$ cat src/hdl/pfs_pkg.sv
// Shared constants, payload types and controller interface types of the paced fragment sender.
package pfs_pkg;

  // Capacity of the fragment map and the largest fragment in bytes.
  localparam int unsigned MaxFragments = 256;
  localparam int unsigned MaxFragBytes = 1024;

  // Field widths.
  localparam int unsigned BlockW   = 19;
  localparam int unsigned FragSzW  = 11;
  localparam int unsigned TimeW    = 32;
  localparam int unsigned OpW      = 2;
  localparam int unsigned AckW     = 8;
  localparam int unsigned IdxOutW  = 8;
  localparam int unsigned OffW     = 18;
  localparam int unsigned ByteCntW = 11;
  localparam int unsigned AckCntW  = 9;
  localparam int unsigned CfgIdxW  = 2;
  localparam int unsigned CfgDataW = 32;

  // Internal widths that follow from the map capacity.
  localparam int unsigned FragIdxW = $clog2(MaxFragments);
  localparam int unsigned FragCntW = $clog2(MaxFragments + 1);
  localparam int unsigned DivStepW = $clog2(FragCntW + 1);

  // The acknowledge map is scanned one segment per cycle.
  localparam int unsigned SegW     = (MaxFragments < 64) ? (1 << $clog2(MaxFragments)) : 64;
  localparam int unsigned NumSeg   = (MaxFragments + SegW - 1) / SegW;
  localparam int unsigned MapW     = NumSeg * SegW;
  localparam int unsigned MapIdxW  = $clog2(MapW);
  localparam int unsigned SegOffW  = $clog2(SegW);
  localparam int unsigned SegIdxW  = (NumSeg > 1) ? $clog2(NumSeg) : 1;
  localparam int unsigned PassW    = $clog2(NumSeg + 1);

  // Register values after reset.
  localparam int unsigned RstBlockSize    = 1024;
  localparam int unsigned RstFragSize     = 1024;
  localparam int unsigned RstSendInterval = 1000;
  localparam int unsigned RstFragCount    = (RstBlockSize + RstFragSize - 1) / RstFragSize;
  localparam int unsigned RstLastBytes    = RstBlockSize - (RstFragCount - 1) * RstFragSize;

  typedef enum logic [OpW-1:0] {
    OP_TICK    = 2'd0,
    OP_ACK     = 2'd1,
    OP_RESTART = 2'd2
  } op_e;

  typedef enum logic [CfgIdxW-1:0] {
    CFG_BLOCK_SIZE    = 2'd0,
    CFG_FRAG_SIZE     = 2'd1,
    CFG_SEND_INTERVAL = 2'd2
  } cfg_idx_e;

  typedef struct packed {
    logic [OpW-1:0]   opcode;
    logic [TimeW-1:0] current_time;
    logic [AckW-1:0]  ack_fragment;
  } item_t;

  typedef struct packed {
    logic                sent;
    logic [IdxOutW-1:0]  fragment_index;
    logic [OffW-1:0]     byte_offset;
    logic [ByteCntW-1:0] byte_count;
    logic [AckCntW-1:0]  acked_count;
    logic                all_acked;
  } result_t;

  // Commands from the controller to the datapath.
  typedef struct packed {
    logic latch;
    logic ack;
    logic clear;
    logic scan_init;
    logic scan_step;
    logic commit;
    logic emit;
  } cmd_t;

  // Status from the datapath to the controller.
  typedef struct packed {
    logic           count_valid;
    logic [OpW-1:0] opcode;
    logic           tick_go;
    logic           found;
    logic           exhausted;
  } sts_t;

endpackage

$ cat src/hdl/pfs_frag_div.sv
// Iterative divider that derives the fragment count and the last fragment's size.
module pfs_frag_div import pfs_pkg::*; (
  input  logic                clk_i,
  input  logic                rst_ni,
  input  logic                kick_i,
  input  logic [BlockW-1:0]   block_size_i,
  input  logic [FragSzW-1:0]  frag_size_i,
  output logic                valid_o,
  output logic [FragCntW-1:0] frag_count_o,
  output logic [FragSzW-1:0]  last_bytes_o
);

  localparam int unsigned SatW = FragSzW + FragCntW;

  logic                pend_q;
  logic                run_q;
  logic                valid_q;
  logic [DivStepW-1:0] step_q;
  logic [FragSzW-1:0]  rem_q;
  logic [FragCntW-1:0] low_q;
  logic [FragCntW-1:0] quo_q;
  logic                sat_q;
  logic [FragCntW-1:0] cnt_q;
  logic [FragSzW-1:0]  last_q;

  logic [FragSzW:0]    trial;
  logic [FragSzW:0]    trial_sub;
  logic                fit;
  logic                sat_now;

  // One quotient bit per cycle: the quotient never needs more than FragCntW bits
  // once the saturating case is split off, so the top bits seed the remainder.
  assign trial     = {rem_q, low_q[FragCntW-1]};
  assign fit       = trial >= {1'b0, frag_size_i};
  assign trial_sub = trial - {1'b0, frag_size_i};
  assign sat_now   = SatW'(block_size_i) > (SatW'(frag_size_i) * SatW'(MaxFragments));

  always_ff @(posedge clk_i or negedge rst_ni) begin
    if (!rst_ni) begin
      pend_q  <= 1'b0;
      run_q   <= 1'b0;
      valid_q <= 1'b1;
      step_q  <= '0;
      rem_q   <= '0;
      low_q   <= '0;
      quo_q   <= '0;
      sat_q   <= 1'b0;
      cnt_q   <= FragCntW'(RstFragCount);
      last_q  <= FragSzW'(RstLastBytes);
    end else if (kick_i) begin
      pend_q  <= 1'b1;
      run_q   <= 1'b0;
      valid_q <= 1'b0;
    end else if (pend_q) begin
      pend_q <= 1'b0;
      run_q  <= 1'b1;
      step_q <= DivStepW'(FragCntW);
      rem_q  <= FragSzW'(block_size_i >> FragCntW);
      low_q  <= block_size_i[FragCntW-1:0];
      quo_q  <= '0;
      sat_q  <= sat_now;
    end else if (run_q) begin
      if (step_q != '0) begin
        rem_q  <= fit ? FragSzW'(trial_sub) : FragSzW'(trial);
        quo_q  <= {quo_q[FragCntW-2:0], fit};
        low_q  <= low_q << 1;
        step_q <= step_q - DivStepW'(1);
      end else begin
        run_q   <= 1'b0;
        valid_q <= 1'b1;
        cnt_q   <= sat_q ? FragCntW'(MaxFragments) : quo_q + FragCntW'(rem_q != '0);
        last_q  <= (sat_q || rem_q == '0) ? frag_size_i : rem_q;
      end
    end
  end

  assign valid_o      = valid_q;
  assign frag_count_o = cnt_q;
  assign last_bytes_o = last_q;

endmodule

$ cat src/hdl/pfs_datapath.sv
// Datapath: configuration registers, acknowledge map, segmented scan and result register.
module pfs_datapath import pfs_pkg::*; (
  input  logic                clk_i,
  input  logic                rst_ni,
  input  logic                cfg_we_i,
  input  logic [CfgIdxW-1:0]  cfg_idx_i,
  input  logic [CfgDataW-1:0] cfg_wdata_i,
  input  item_t               item_i,
  input  cmd_t                cmd_i,
  output sts_t                sts_o,
  output logic                done_o,
  output result_t             result_o
);

  logic [BlockW-1:0]   block_size_q;
  logic [FragSzW-1:0]  frag_size_q;
  logic [TimeW-1:0]    send_interval_q;

  item_t               in_q;
  logic [MapW-1:0]     acked_q;
  logic [FragIdxW-1:0] cursor_q;
  logic [FragCntW-1:0] total_q;
  logic [TimeW-1:0]    last_send_q;

  logic [SegIdxW-1:0]  scan_seg_q;
  logic [PassW-1:0]    pass_q;
  logic [FragIdxW-1:0] start_q;
  logic [FragIdxW-1:0] found_idx_q;
  logic                sent_q;
  logic [OffW-1:0]     off_q;
  logic [ByteCntW-1:0] bytes_q;
  logic                done_q;
  result_t             res_q;

  logic                count_valid;
  logic [FragCntW-1:0] count;
  logic [FragSzW-1:0]  last_bytes;
  logic [FragSzW-1:0]  fs_eff;
  logic [TimeW-1:0]    elapsed;
  logic [MapIdxW-1:0]  ack_idx;
  logic                ack_new;
  logic [FragIdxW-1:0] cur_start;
  logic [SegW-1:0]     seg_bits;
  logic [SegW-1:0]     cand;
  logic [SegOffW-1:0]  found_off;
  logic                found;
  logic [SegIdxW-1:0]  seg_nxt;
  logic [FragIdxW+FragSzW-1:0] prod;
  logic [FragCntW-1:0] idx_inc;
  logic                is_last;

  pfs_frag_div u_div (
    .clk_i        (clk_i),
    .rst_ni       (rst_ni),
    .kick_i       (cfg_we_i),
    .block_size_i (block_size_q),
    .frag_size_i  (fs_eff),
    .valid_o      (count_valid),
    .frag_count_o (count),
    .last_bytes_o (last_bytes)
  );

  // A fragment size of zero behaves as one byte; oversized values are clipped.
  always_comb begin
    if (frag_size_q == '0) begin
      fs_eff = FragSzW'(1);
    end else if (frag_size_q > FragSzW'(MaxFragBytes)) begin
      fs_eff = FragSzW'(MaxFragBytes);
    end else begin
      fs_eff = frag_size_q;
    end
  end

  assign elapsed   = in_q.current_time - last_send_q;
  assign ack_idx   = MapIdxW'(in_q.ack_fragment);
  assign ack_new   = ((AckW + FragCntW)'(in_q.ack_fragment) < (AckW + FragCntW)'(count)) &&
                     !acked_q[ack_idx];
  assign cur_start = (FragCntW'(cursor_q) < count) ? cursor_q : '0;

  // Candidates in the current segment: unacknowledged, in range, and on the
  // first visit not before the starting fragment.
  assign seg_bits = acked_q[scan_seg_q * SegW +: SegW];
  always_comb begin
    for (int j = 0; j < SegW; j++) begin
      cand[j] = !seg_bits[j] &&
                (FragCntW'({scan_seg_q, SegOffW'(j)}) < count) &&
                ((pass_q != '0) || (SegOffW'(j) >= start_q[SegOffW-1:0]));
    end
  end

  always_comb begin
    found_off = '0;
    for (int j = SegW - 1; j >= 0; j--) begin
      if (cand[j]) begin
        found_off = SegOffW'(j);
      end
    end
  end

  assign found   = |cand;
  assign seg_nxt = (scan_seg_q == SegIdxW'(NumSeg - 1)) ? '0 : scan_seg_q + SegIdxW'(1);

  assign prod    = (FragIdxW + FragSzW)'(found_idx_q) * (FragIdxW + FragSzW)'(fs_eff);
  assign idx_inc = FragCntW'(found_idx_q) + FragCntW'(1);
  assign is_last = idx_inc == count;

  always_comb begin
    sts_o.count_valid = count_valid;
    sts_o.opcode      = in_q.opcode;
    sts_o.tick_go     = (elapsed > send_interval_q) && (count != '0);
    sts_o.found       = found;
    sts_o.exhausted   = !found && (pass_q == PassW'(NumSeg));
  end

  always_ff @(posedge clk_i or negedge rst_ni) begin
    if (!rst_ni) begin
      block_size_q    <= BlockW'(RstBlockSize);
      frag_size_q     <= FragSzW'(RstFragSize);
      send_interval_q <= TimeW'(RstSendInterval);
    end else if (cfg_we_i) begin
      case (cfg_idx_i)
        CFG_BLOCK_SIZE:    block_size_q    <= cfg_wdata_i[BlockW-1:0];
        CFG_FRAG_SIZE:     frag_size_q     <= cfg_wdata_i[FragSzW-1:0];
        CFG_SEND_INTERVAL: send_interval_q <= cfg_wdata_i[TimeW-1:0];
        default: ;
      endcase
    end
  end

  always_ff @(posedge clk_i or negedge rst_ni) begin
    if (!rst_ni) begin
      acked_q     <= '0;
      cursor_q    <= '0;
      total_q     <= '0;
      last_send_q <= '0;
      done_q      <= 1'b0;
    end else begin
      done_q <= cmd_i.emit;
      if (cmd_i.clear) begin
        acked_q     <= '0;
        cursor_q    <= '0;
        total_q     <= '0;
        last_send_q <= '0;
      end else if (cmd_i.ack && ack_new) begin
        acked_q[ack_idx] <= 1'b1;
        total_q          <= total_q + FragCntW'(1);
      end else if (cmd_i.scan_step && sts_o.exhausted) begin
        cursor_q <= start_q;
      end else if (cmd_i.commit) begin
        cursor_q    <= (idx_inc < count) ? FragIdxW'(idx_inc) : '0;
        last_send_q <= in_q.current_time;
      end
    end
  end

  always_ff @(posedge clk_i) begin
    if (cmd_i.latch) begin
      in_q        <= item_i;
      sent_q      <= 1'b0;
      found_idx_q <= '0;
      off_q       <= '0;
      bytes_q     <= '0;
    end
    if (cmd_i.scan_init) begin
      start_q    <= cur_start;
      scan_seg_q <= SegIdxW'(cur_start >> SegOffW);
      pass_q     <= '0;
    end
    if (cmd_i.scan_step) begin
      if (found) begin
        found_idx_q <= FragIdxW'({scan_seg_q, found_off});
      end else begin
        scan_seg_q <= seg_nxt;
        pass_q     <= pass_q + PassW'(1);
      end
    end
    if (cmd_i.commit) begin
      sent_q  <= 1'b1;
      off_q   <= OffW'(prod);
      bytes_q <= is_last ? ByteCntW'(last_bytes) : ByteCntW'(fs_eff);
    end
    if (cmd_i.emit) begin
      res_q.sent           <= sent_q;
      res_q.fragment_index <= IdxOutW'(found_idx_q);
      res_q.byte_offset    <= off_q;
      res_q.byte_count     <= bytes_q;
      res_q.acked_count    <= AckCntW'(total_q);
      res_q.all_acked      <= total_q >= count;
    end
  end

  assign done_o   = done_q;
  assign result_o = res_q;

  a_total_matches_map: assert property (@(posedge clk_i) disable iff (!rst_ni)
    $countones(acked_q) == total_q)
    else $error("acknowledge count differs from the number of marked fragments");

  a_done_single: assert property (@(posedge clk_i) disable iff (!rst_ni)
    done_q |=> !done_q)
    else $error("result strobe held for more than one cycle");

  a_commit_in_range: assert property (@(posedge clk_i) disable iff (!rst_ni)
    cmd_i.commit |-> (FragCntW'(found_idx_q) < count))
    else $error("sent fragment lies outside the block");

endmodule

$ cat src/hdl/pfs_ctrl.sv
// Controller state machine that sequences decode, scan, send and result for each item.
module pfs_ctrl import pfs_pkg::*; (
  input  logic clk_i,
  input  logic rst_ni,
  input  logic start,
  input  sts_t sts_i,
  output cmd_t cmd_o,
  output logic busy
);

  typedef enum logic [2:0] {
    S_IDLE,
    S_WAIT,
    S_DECODE,
    S_SCAN,
    S_COMMIT,
    S_RESULT
  } state_e;

  state_e state_q;
  state_e state_d;
  logic   busy_q;

  always_comb begin
    cmd_o   = '0;
    state_d = state_q;
    case (state_q)
      S_IDLE: begin
        if (start) begin
          cmd_o.latch = 1'b1;
          state_d     = sts_i.count_valid ? S_DECODE : S_WAIT;
        end
      end
      S_WAIT: begin
        if (sts_i.count_valid) begin
          state_d = S_DECODE;
        end
      end
      S_DECODE: begin
        state_d = S_RESULT;
        case (sts_i.opcode)
          OP_RESTART: cmd_o.clear = 1'b1;
          OP_ACK:     cmd_o.ack = 1'b1;
          OP_TICK: begin
            if (sts_i.tick_go) begin
              cmd_o.scan_init = 1'b1;
              state_d         = S_SCAN;
            end
          end
          default: ;
        endcase
      end
      S_SCAN: begin
        cmd_o.scan_step = 1'b1;
        if (sts_i.found) begin
          state_d = S_COMMIT;
        end else if (sts_i.exhausted) begin
          state_d = S_RESULT;
        end
      end
      S_COMMIT: begin
        cmd_o.commit = 1'b1;
        state_d      = S_RESULT;
      end
      S_RESULT: begin
        cmd_o.emit = 1'b1;
        state_d    = S_IDLE;
      end
      default: state_d = S_IDLE;
    endcase
  end

  always_ff @(posedge clk_i or negedge rst_ni) begin
    if (!rst_ni) begin
      state_q <= S_IDLE;
      busy_q  <= 1'b0;
    end else begin
      state_q <= state_d;
      busy_q  <= state_d != S_IDLE;
    end
  end

  assign busy = busy_q;

  a_busy_tracks_state: assert property (@(posedge clk_i) disable iff (!rst_ni)
    busy_q == (state_q != S_IDLE))
    else $error("busy flag out of step with the controller state");

  a_commit_after_hit: assert property (@(posedge clk_i) disable iff (!rst_ni)
    (state_q == S_COMMIT) |-> ($past(state_q == S_SCAN) && $past(sts_i.found)))
    else $error("fragment sent without a scan hit");

  a_decode_needs_count: assert property (@(posedge clk_i) disable iff (!rst_ni)
    (state_q == S_DECODE) |-> sts_i.count_valid)
    else $error("item decoded before the fragment count was ready");

endmodule

$ cat src/hdl/paced_fragment_sender_core.sv
// Top level of the paced fragment sender: controller and datapath.
//
// Usage. An item (tick, acknowledgement or restart) is transferred at a rising
// edge where start is high and busy is low. Every item yields exactly one
// result, shown on result_o for a single cycle with done_o high; the receiver
// cannot hold results off, and the block never waits for it.
// Configuration registers (block size, fragment size, send interval) are
// written through cfg_we_i, cfg_idx_i and cfg_wdata_i while no item is in
// flight. Each write restarts an iterative divider that derives the fragment
// count and the size of the last fragment, one quotient bit per cycle; an item
// arriving before the divider finishes waits for it.
// Acknowledgements, restarts and ticks that are not yet due pass through the
// decode and result states, and the next item can be transferred in the cycle
// the result is shown. A due tick scans the acknowledge map one 64-bit segment
// per cycle and visits k segments (1 to 5); it then sends a fragment and shows
// its result, or shows a result with nothing sent when every fragment is
// already acknowledged.
// Reset clears all progress and loads the default register values (1024-byte
// block, 1024-byte fragments, interval 1000); no clearing pass is needed.
module paced_fragment_sender_core import pfs_pkg::*; (
  input  logic                clk_i,
  input  logic                rst_ni,
  input  logic                start,
  input  item_t               item_i,
  output logic                busy,
  output logic                done_o,
  output result_t             result_o,
  input  logic                cfg_we_i,
  input  logic [CfgIdxW-1:0]  cfg_idx_i,
  input  logic [CfgDataW-1:0] cfg_wdata_i
);

  // Command and status bundles between controller and datapath.
  cmd_t cmd;
  sts_t sts;

  pfs_ctrl u_ctrl (
    .clk_i  (clk_i),
    .rst_ni (rst_ni),
    .start  (start),
    .sts_i  (sts),
    .cmd_o  (cmd),
    .busy   (busy)
  );

  pfs_datapath u_dp (
    .clk_i       (clk_i),
    .rst_ni      (rst_ni),
    .cfg_we_i    (cfg_we_i),
    .cfg_idx_i   (cfg_idx_i),
    .cfg_wdata_i (cfg_wdata_i),
    .item_i      (item_i),
    .cmd_i       (cmd),
    .sts_o       (sts),
    .done_o      (done_o),
    .result_o    (result_o)
  );

endmodule

$ cat config.mk
export PLATFORM = sky130hd
export DESIGN_NAME = paced_fragment_sender_core
export DESIGN_NICKNAME = d
export VERILOG_FILES = /design/src/hdl/pfs_pkg.sv /design/src/hdl/pfs_frag_div.sv /design/src/hdl/pfs_datapath.sv /design/src/hdl/pfs_ctrl.sv /design/src/hdl/paced_fragment_sender_core.sv
export SDC_FILE = /design/constraint.sdc
export NUM_CORES = 2
export LEC_CHECK = 0
export BUFFER_PORTS_ARGS = -buffer_cell sky130_fd_sc_hd__buf_4
export CAP_MARGIN = 10
export CORE_MARGIN = 2
export CORE_UTILIZATION = 55
export DETAILED_ROUTE_END_ITERATION = 16
export PLACE_DENSITY = 0.72
export REMOVE_ABC_BUFFERS = 1
export SETUP_SLACK_MARGIN = 0.4
export SYNTH_ARGS = -nofsm -noshare
export SYNTH_HDL_FRONTEND = slang
export SYNTH_SLANG_ARGS = --single-unit
$ cat constraint.sdc
create_clock -name clk_i -period 11.7 [get_ports clk_i]
set_input_delay 0.585 -clock clk_i [delete_from_list [all_inputs] [get_ports clk_i]]
set_output_delay 0.585 -clock clk_i [all_outputs]
set_load 0.01 [all_outputs]
# --- Yosys cells after proc, flatten, opt, wreduce, memory -nomap -nowiden ---
# Cells that the tools add are included.
word_totals:
  register_bits: 570
  inputBits: 80
  out_inout_bits: 50
  word_cells: 638
classes:
  n_addsub: 8
  multipliers: 1
  magnitude_cmp: 138
  n_eq_ne: 16
  n_shift: 1
  n_mux: 141
  bitwise: 4
  reduce_logical: 292
ops:
  columns: ["op", "n"]
  rows:
  - ["less-than comparator 8 x 9 -> 1 bit", 66]
  - ["2-to-1 mux 256 bit", 2]
  - ["2-to-1 mux 6 bit", 64]
  - ["OR 256 bit", 1]
  - ["variable part select 256 x 9 -> 64 bit", 1]
  - ["greater-or-equal comparator 6 bit, first input constant", 32]
  - ["logical AND 1 bit", 134]
  - ["2-to-1 mux 32 bit", 4]
  - ["2-to-1 mux 11 bit", 10]
  - ["greater-or-equal comparator 5 x 6 -> 1 bit, first input constant", 16]
  - ["2-to-1 mux 9 bit", 9]
  - ["2-to-1 mux 8 bit", 9]
  - ["zero test 1 bit", 66]
  - ["logical OR 1 bit", 65]
  - ["OR reduction 64 bit", 1]
  - ["greater-or-equal comparator 4 x 6 -> 1 bit, first input constant", 8]
  - ["2-to-1 mux 18 bit", 2]
  - ["greater-than comparator 32 bit", 1]
  - ["subtractor 32 bit", 1]
  - ["2-to-1 mux 3 bit", 10]
  - ["greater-or-equal comparator 3 x 6 -> 1 bit, first input constant", 4]
  - ["zero test 11 bit", 2]
  - ["2-to-1 mux 1 bit", 20]
  - ["greater-than comparator 19 bit", 1]
  - ["39 further kinds", 72]

# --- Depth between registers and ports, before layout ---
logic_depth:
  depth_word: 70
  mapped_depth: 25
  ltp_nobuf: 24

# --- Hierarchy ---
# Synthesis repeated with hierarchy kept, for this count alone.
hier_totals:
  hier_cells: 3245
  hier_area_um2: 35198.8
modules_own_cells:
  columns: ["module", "instances", "cells_per_inst", "area_per_inst_um2", "seq_area_each_um2"]
  rows:
  - ["pfs_datapath", 1, 2853, 31482.7, 13312.8]
  - ["pfs_frag_div", 1, 363, 3447.1, 1430.1]
  - ["pfs_ctrl", 1, 29, 269.0, 100.1]

# --- Worst setup path after synthesis ---
# No wires, ideal clock.
synth_timing:
  kind: "register -> register"
  start: "reg u_dp.frag_size_q[1]"
  end: "reg u_dp.off_q[17], data pin"
  setup_time_ns: 0.266
  t_arrival_ns: 4.795
  t_required_ns: 11.434
  setup_slack_ns: 6.639
  stages_incl_launch_ff: 19
  path_buffers: 0
  synth_period_minus_slack_ns: 5.061
  path_cell_list: "dfrtp_1 -> nor4_1 -> a31oi_1 -> nor2_1 -> nand2_1 -> fa_1 -> fa_1 -> inv_1 -> fa_1 -> fa_1 -> ha_1 -> a21boi_0 -> o21ai_0 -> a21oi_1 -> o2111ai_1 -> a31oi_1 -> a31oi_1 -> xnor2_1 -> nor2_1"
synth_via:
  elab_chain_len: 5
synth_lines:
  columns: ["item", "line", "text"]
  rows:
  - ["start, declared", "pfs_datapath.sv:16", "logic [FragSzW-1:0] frag_size_q;"]
  - ["start signal, assigned", "pfs_datapath.sv:118", "frag_size_q <= FragSzW'(RstFragSize);"]
  - ["start signal, assigned", "pfs_datapath.sv:123", "CFG_FRAG_SIZE: frag_size_q <= cfg_wdata_i[FragSzW-1:0];"]
  - ["greater-than comparator 11 bit", "pfs_datapath.sv:67", "end else if (frag_size_q > FragSzW'(MaxFragBytes)) begin"]
  - ["2-to-1 mux 11 bit", "pfs_datapath.sv:67", null]
  - ["2-to-1 mux 11 bit *", "pfs_datapath.sv:65", "if (frag_size_q == '0) begin"]
  - ["multiplier 8 x 11 -> 18 bit *", "pfs_datapath.sv:103", "assign prod = (FragIdxW + FragSzW)'(found_idx_q) * (FragIdxW + FragSzW)'(fs_eff);"]
  - ["2-to-1 mux 18 bit *", "pfs_datapath.sv:177", "if (cmd_i.commit) begin"]
  - ["end signal, assigned", "pfs_datapath.sv:179", "off_q <= OffW'(prod);"]
  - ["end, declared", "pfs_datapath.sv:30", "logic [OffW-1:0] off_q;"]
# Every way passes the cells marked *; elsewhere a longest branch is shown, timed or not.
# A chain may end at the register's enable or synchronous reset.

# --- Worst setup path in the final report ---
# Ends and elaborated chain as after synthesis.

==> results.ini <==
[power]
irDropWorstVdd_v = 0.000135
p_comb_share_pct = 21.5
intPower_mw = 3.87
swShare_pct = 30.3
power.switching_mw = 1.68
seq_power_share_pct = 41.4
powerDensity_mw_per_mm2 = 146
pwr-share-clk_pct = 37.0
p_leak_nw = 16.4
finalPower_mw = 5.55

[final_layout]
nets = 3430
seq_area_mm2 = 0.0148
synthToLayoutAreaGrowth_pct = 10.9
fin_area_mm2 = 0.0381
final_util_pct = 61.7
multi_input_area_mm2 = 0.0179
layout-drive-gt1-share_pct = 17.6
fillers = 4864

[clock_tree]
numCtsBuffers = 61
cts_max_path_buffers = 3
cts_setup_buffers = 0
cts-root-buf = clkbuf_16
path_clk_slew_ps = 60
cts_resized = 0
hold_buffers = 0
cts_tree = yes
htree_levels = 2
clock-sinks = 570
clk_latency_ps = 650

[setup_path]
cpMostUsedCell = fa_1
start_kind = flip-flop
path_max_fanout = 9
reg2reg_from = u_dp.frag_size_q[1]$_DFFE_PN0P_
crit_type = reg2reg
setup.worst_path.start = u_dp.frag_size_q[1]$_DFFE_PN0P_
cp_cell_sequence = nor4_1 > a31oi_1 > nor2_1 > nand2_1 > fa_1 > fa_1 > inv_1 > fa_1 > fa_1 > ha_1 > a21boi_0 > o21ai_0 > a21oi_1 > o2111ai_1 > a31oi_1 > a31oi_1 > xnor2_1 > nor2_1
worstPathRequired_ps = 12040
critPathMaxStageDelay_ps = 580
slowest_stage = nor2_1
cp.arrival_ps = 6340
critPathCaptureType = flip-flop

[global_route]
grt_usage_pct = 30.6
top_usage_layer = met2
grt_pass1_wl_um = 153000
grt_pass1_vias = 25800
grt_overflow = 0
use_met2_pct = 48.9
grt_use_met3_pct = 5.01
grt_start_max_net_pins = 251
antenna_found_initial = 2
grt_use_met1_pct = 41.9

[logic_synthesis]
ys_seq_elements = 570
async_flop_share_pct = 75.3
synth-edff-count = 127
synthFlopType = dfrtp_1
ys_seq_area_share_pct = 43.2
yosysUniqueCellTypes = 83
netlist_area_mm2 = 0.0343
syn_inst = 3109
yosysWarnings = 0
syn_avg_cell_area_um2 = 11.0

[route]
wl_per_cell_um = 24.5
drt-initial-drc-count = 2892
route.vias.total = 26400
drcViolationCount = 0
antenna_left = 0
first_pass_iters = 6
drt-total-wl_um = 98300
routed_via_density = 6.58

[placement]
post_dp_cell_area_mm2 = 0.0359
io_buffers = 129
dpl.hpwl_um = 69900
place.gp.congestion = 0.986

[sta]
finClkSkew_ps = 43.6
min_period_ps = 6000
slew_viol_final = 0
slew_headroom_pct = 14.1
rsz0062_at_grt = false
period_share_pct = 51.3
worst_pin_slew_ps = 1290
hold_viol_final = 0
finalSetupViolCount = 0
hold_ws_ps = 6.49
fmax_mhz = 167
setup_tns_ps = 0

[floorplan]
io_pins = 130
fp.dieArea_mm2 = 0.0645
initial_core_util_pct = 55.7
num_rows = 91
die_h_um = 254
coreArea_mm2 = 0.0617
die_w_um = 254

[worst_hold_path]
hp-class = in2async

[run]
max_cap_viol_count = 0

[status]
status = completed

## registers in the layout, summed over array words and instances, names as in the netlist, 18 cells and up
name	flops
u_dp.result_o	48
u_dp.acked_q	256
u_dp.last_send_q	32
u_dp.off_q	18
u_dp.in_q	32
u_dp.send_interval_q	32
u_dp.block_size_q	19
## metrics by stage
| stage | cells | setup slack (ps) |
|---|---|---|
| final | 4018 | 5700 |
| after global routing | 4017 | 5260 |
| after CTS | 4017 | 5660 |
| after detailed placement | 3903 | 5820 |
| after global placement | 3903 | 5960 |
| after floorplan | 2896 | 4640 |
## logic make-up after synthesis
kind of cell               synth area share (%)
AOI/OAI and AO/OA                          16.6
DFF                                        43.2
xor gates and xnor gates                   1.56
muxes                                      12.3
buffers and inverters                      4.76
adders and majority gates                  9.25
and+or+nand+nor                            12.3
## layout make-up
type	instances	share of cell area [%]
Sequential cell	570	39.0
Tap cell	837	2.75
Clock buffer	83	4.68
Timing Repair Buffer	170	3.44
Multi-Input combinational cell	2129	47.1
Clock inverter	31	1.04
Inverter	197	1.94
Antenna cell	1	0.00657
## final timing paths
| check | end | slack [ps] | cells past startpoint |
|---|---|---|---|
| setup / recovery | u_dp.off_q[17]$_SDFFCE_PN0P_ | 5700 | 18 |
| hold / removal | u_dp.acked_q[59]$_DFFE_PN0P_ | 6 | 1 |
| setup reg to reg | u_dp.off_q[17]$_SDFFCE_PN0P_ | 5700 | 18 |
| hold reg to reg | u_dp.result_o[35]$_DFFE_PP_ | 420 | 0 |
| max in group asynchronous | u_dp.last_send_q[14]$_DFFE_PN0P_ | 9980 | 2 |
| min in group clk_i | u_dp.in_q[18]$_DFFE_PP_ | 110 | 1 |
## power groups by stage
stage	logic (mW)	clock network [mW]	registers [mW]
2_1_floorplan	0.847	0	2.28
3_3_place_gp	1.14	0	2.33
3_5_place_dp	1.18	0	2.33
4_1_cts	1.19	2.08	2.30
5_1_grt	1.34	2.17	2.31
6_report	1.20	2.05	2.30
## Yosys cell counts (all sizes together), types with 24 or more instances
library cell / instances / share of area, %
dfrtp: 418 / 30
nand2: 271 / 3.0
a22o: 261 / 6.7
inv: 197 / 2.2
ha: 166 / 6.0
a21oi: 156 / 2.3
clkbuf: 155 / 1.7
nor2: 149 / 1.6
mux4: 143 / 9.4
o21ai: 128 / 1.9
edfxtp: 127 / 11
mux2: 65 / 2.1
nor3: 62 / 1.2
buf: 58 / 0.91
fa: 55 / 3.2
nand3: 52 / 0.76
nor2b: 47 / 0.86
and2: 44 / 0.80
xnor2: 43 / 1.1
nand2b: 39 / 0.71
a21o: 32 / 0.70
mux2i: 28 / 0.82
a31oi: 26 / 0.47
o21a: 25 / 0.55
nor4: 24 / 0.61
## critical path, delay by kind of cell (launching register included)
kind | cells | cell delay, ps
compound gates | 7 | 1500
xor+xnor | 1 | 160
fa+ha+maj | 5 | 2380
buf+inv | 1 | 50
flops | 1 | 400
simple gates | 4 | 1200
## cells in the final DEF, fill, tap and decap left out, types with 17 or more instances in the layout
| master | n |
|---|---|
| nor3_1 | 43 |
| fa_1 | 55 |
| or2_2 | 17 |
| a21o_1 | 32 |
| nor2_1 | 143 |
| nor2b_1 | 47 |
| nand4_1 | 19 |
| ha_1 | 166 |
| o21a_1 | 25 |
| xor2_1 | 18 |
| mux4_2 | 143 |
| dfrtp_1 | 418 |
| a31oi_1 | 26 |
| nand3b_1 | 19 |
| o21ai_0 | 128 |
| mux2i_1 | 28 |
| edfxtp_1 | 127 |
| mux2_2 | 65 |
| nor4_1 | 19 |
| nand2_1 | 270 |
| inv_1 | 196 |
| clkbuf_16 | 64 |
| nand3_1 | 52 |
| a22o_1 | 261 |
| nand2b_1 | 39 |
| a21oi_1 | 156 |
| xnor2_1 | 43 |
| buf_4 | 167 |
| and2_1 | 44 |
## per-layer routing
metal | vias up | part of all wire (%)
met5 | - | 0.013
met4 | 2 | 4.4
met3 | 259 | 7.9
met2 | 1225 | 47
met1 | 13400 | 41
li1 | 11600 | -
Note: power is estimated with default switching activity, not from simulation.
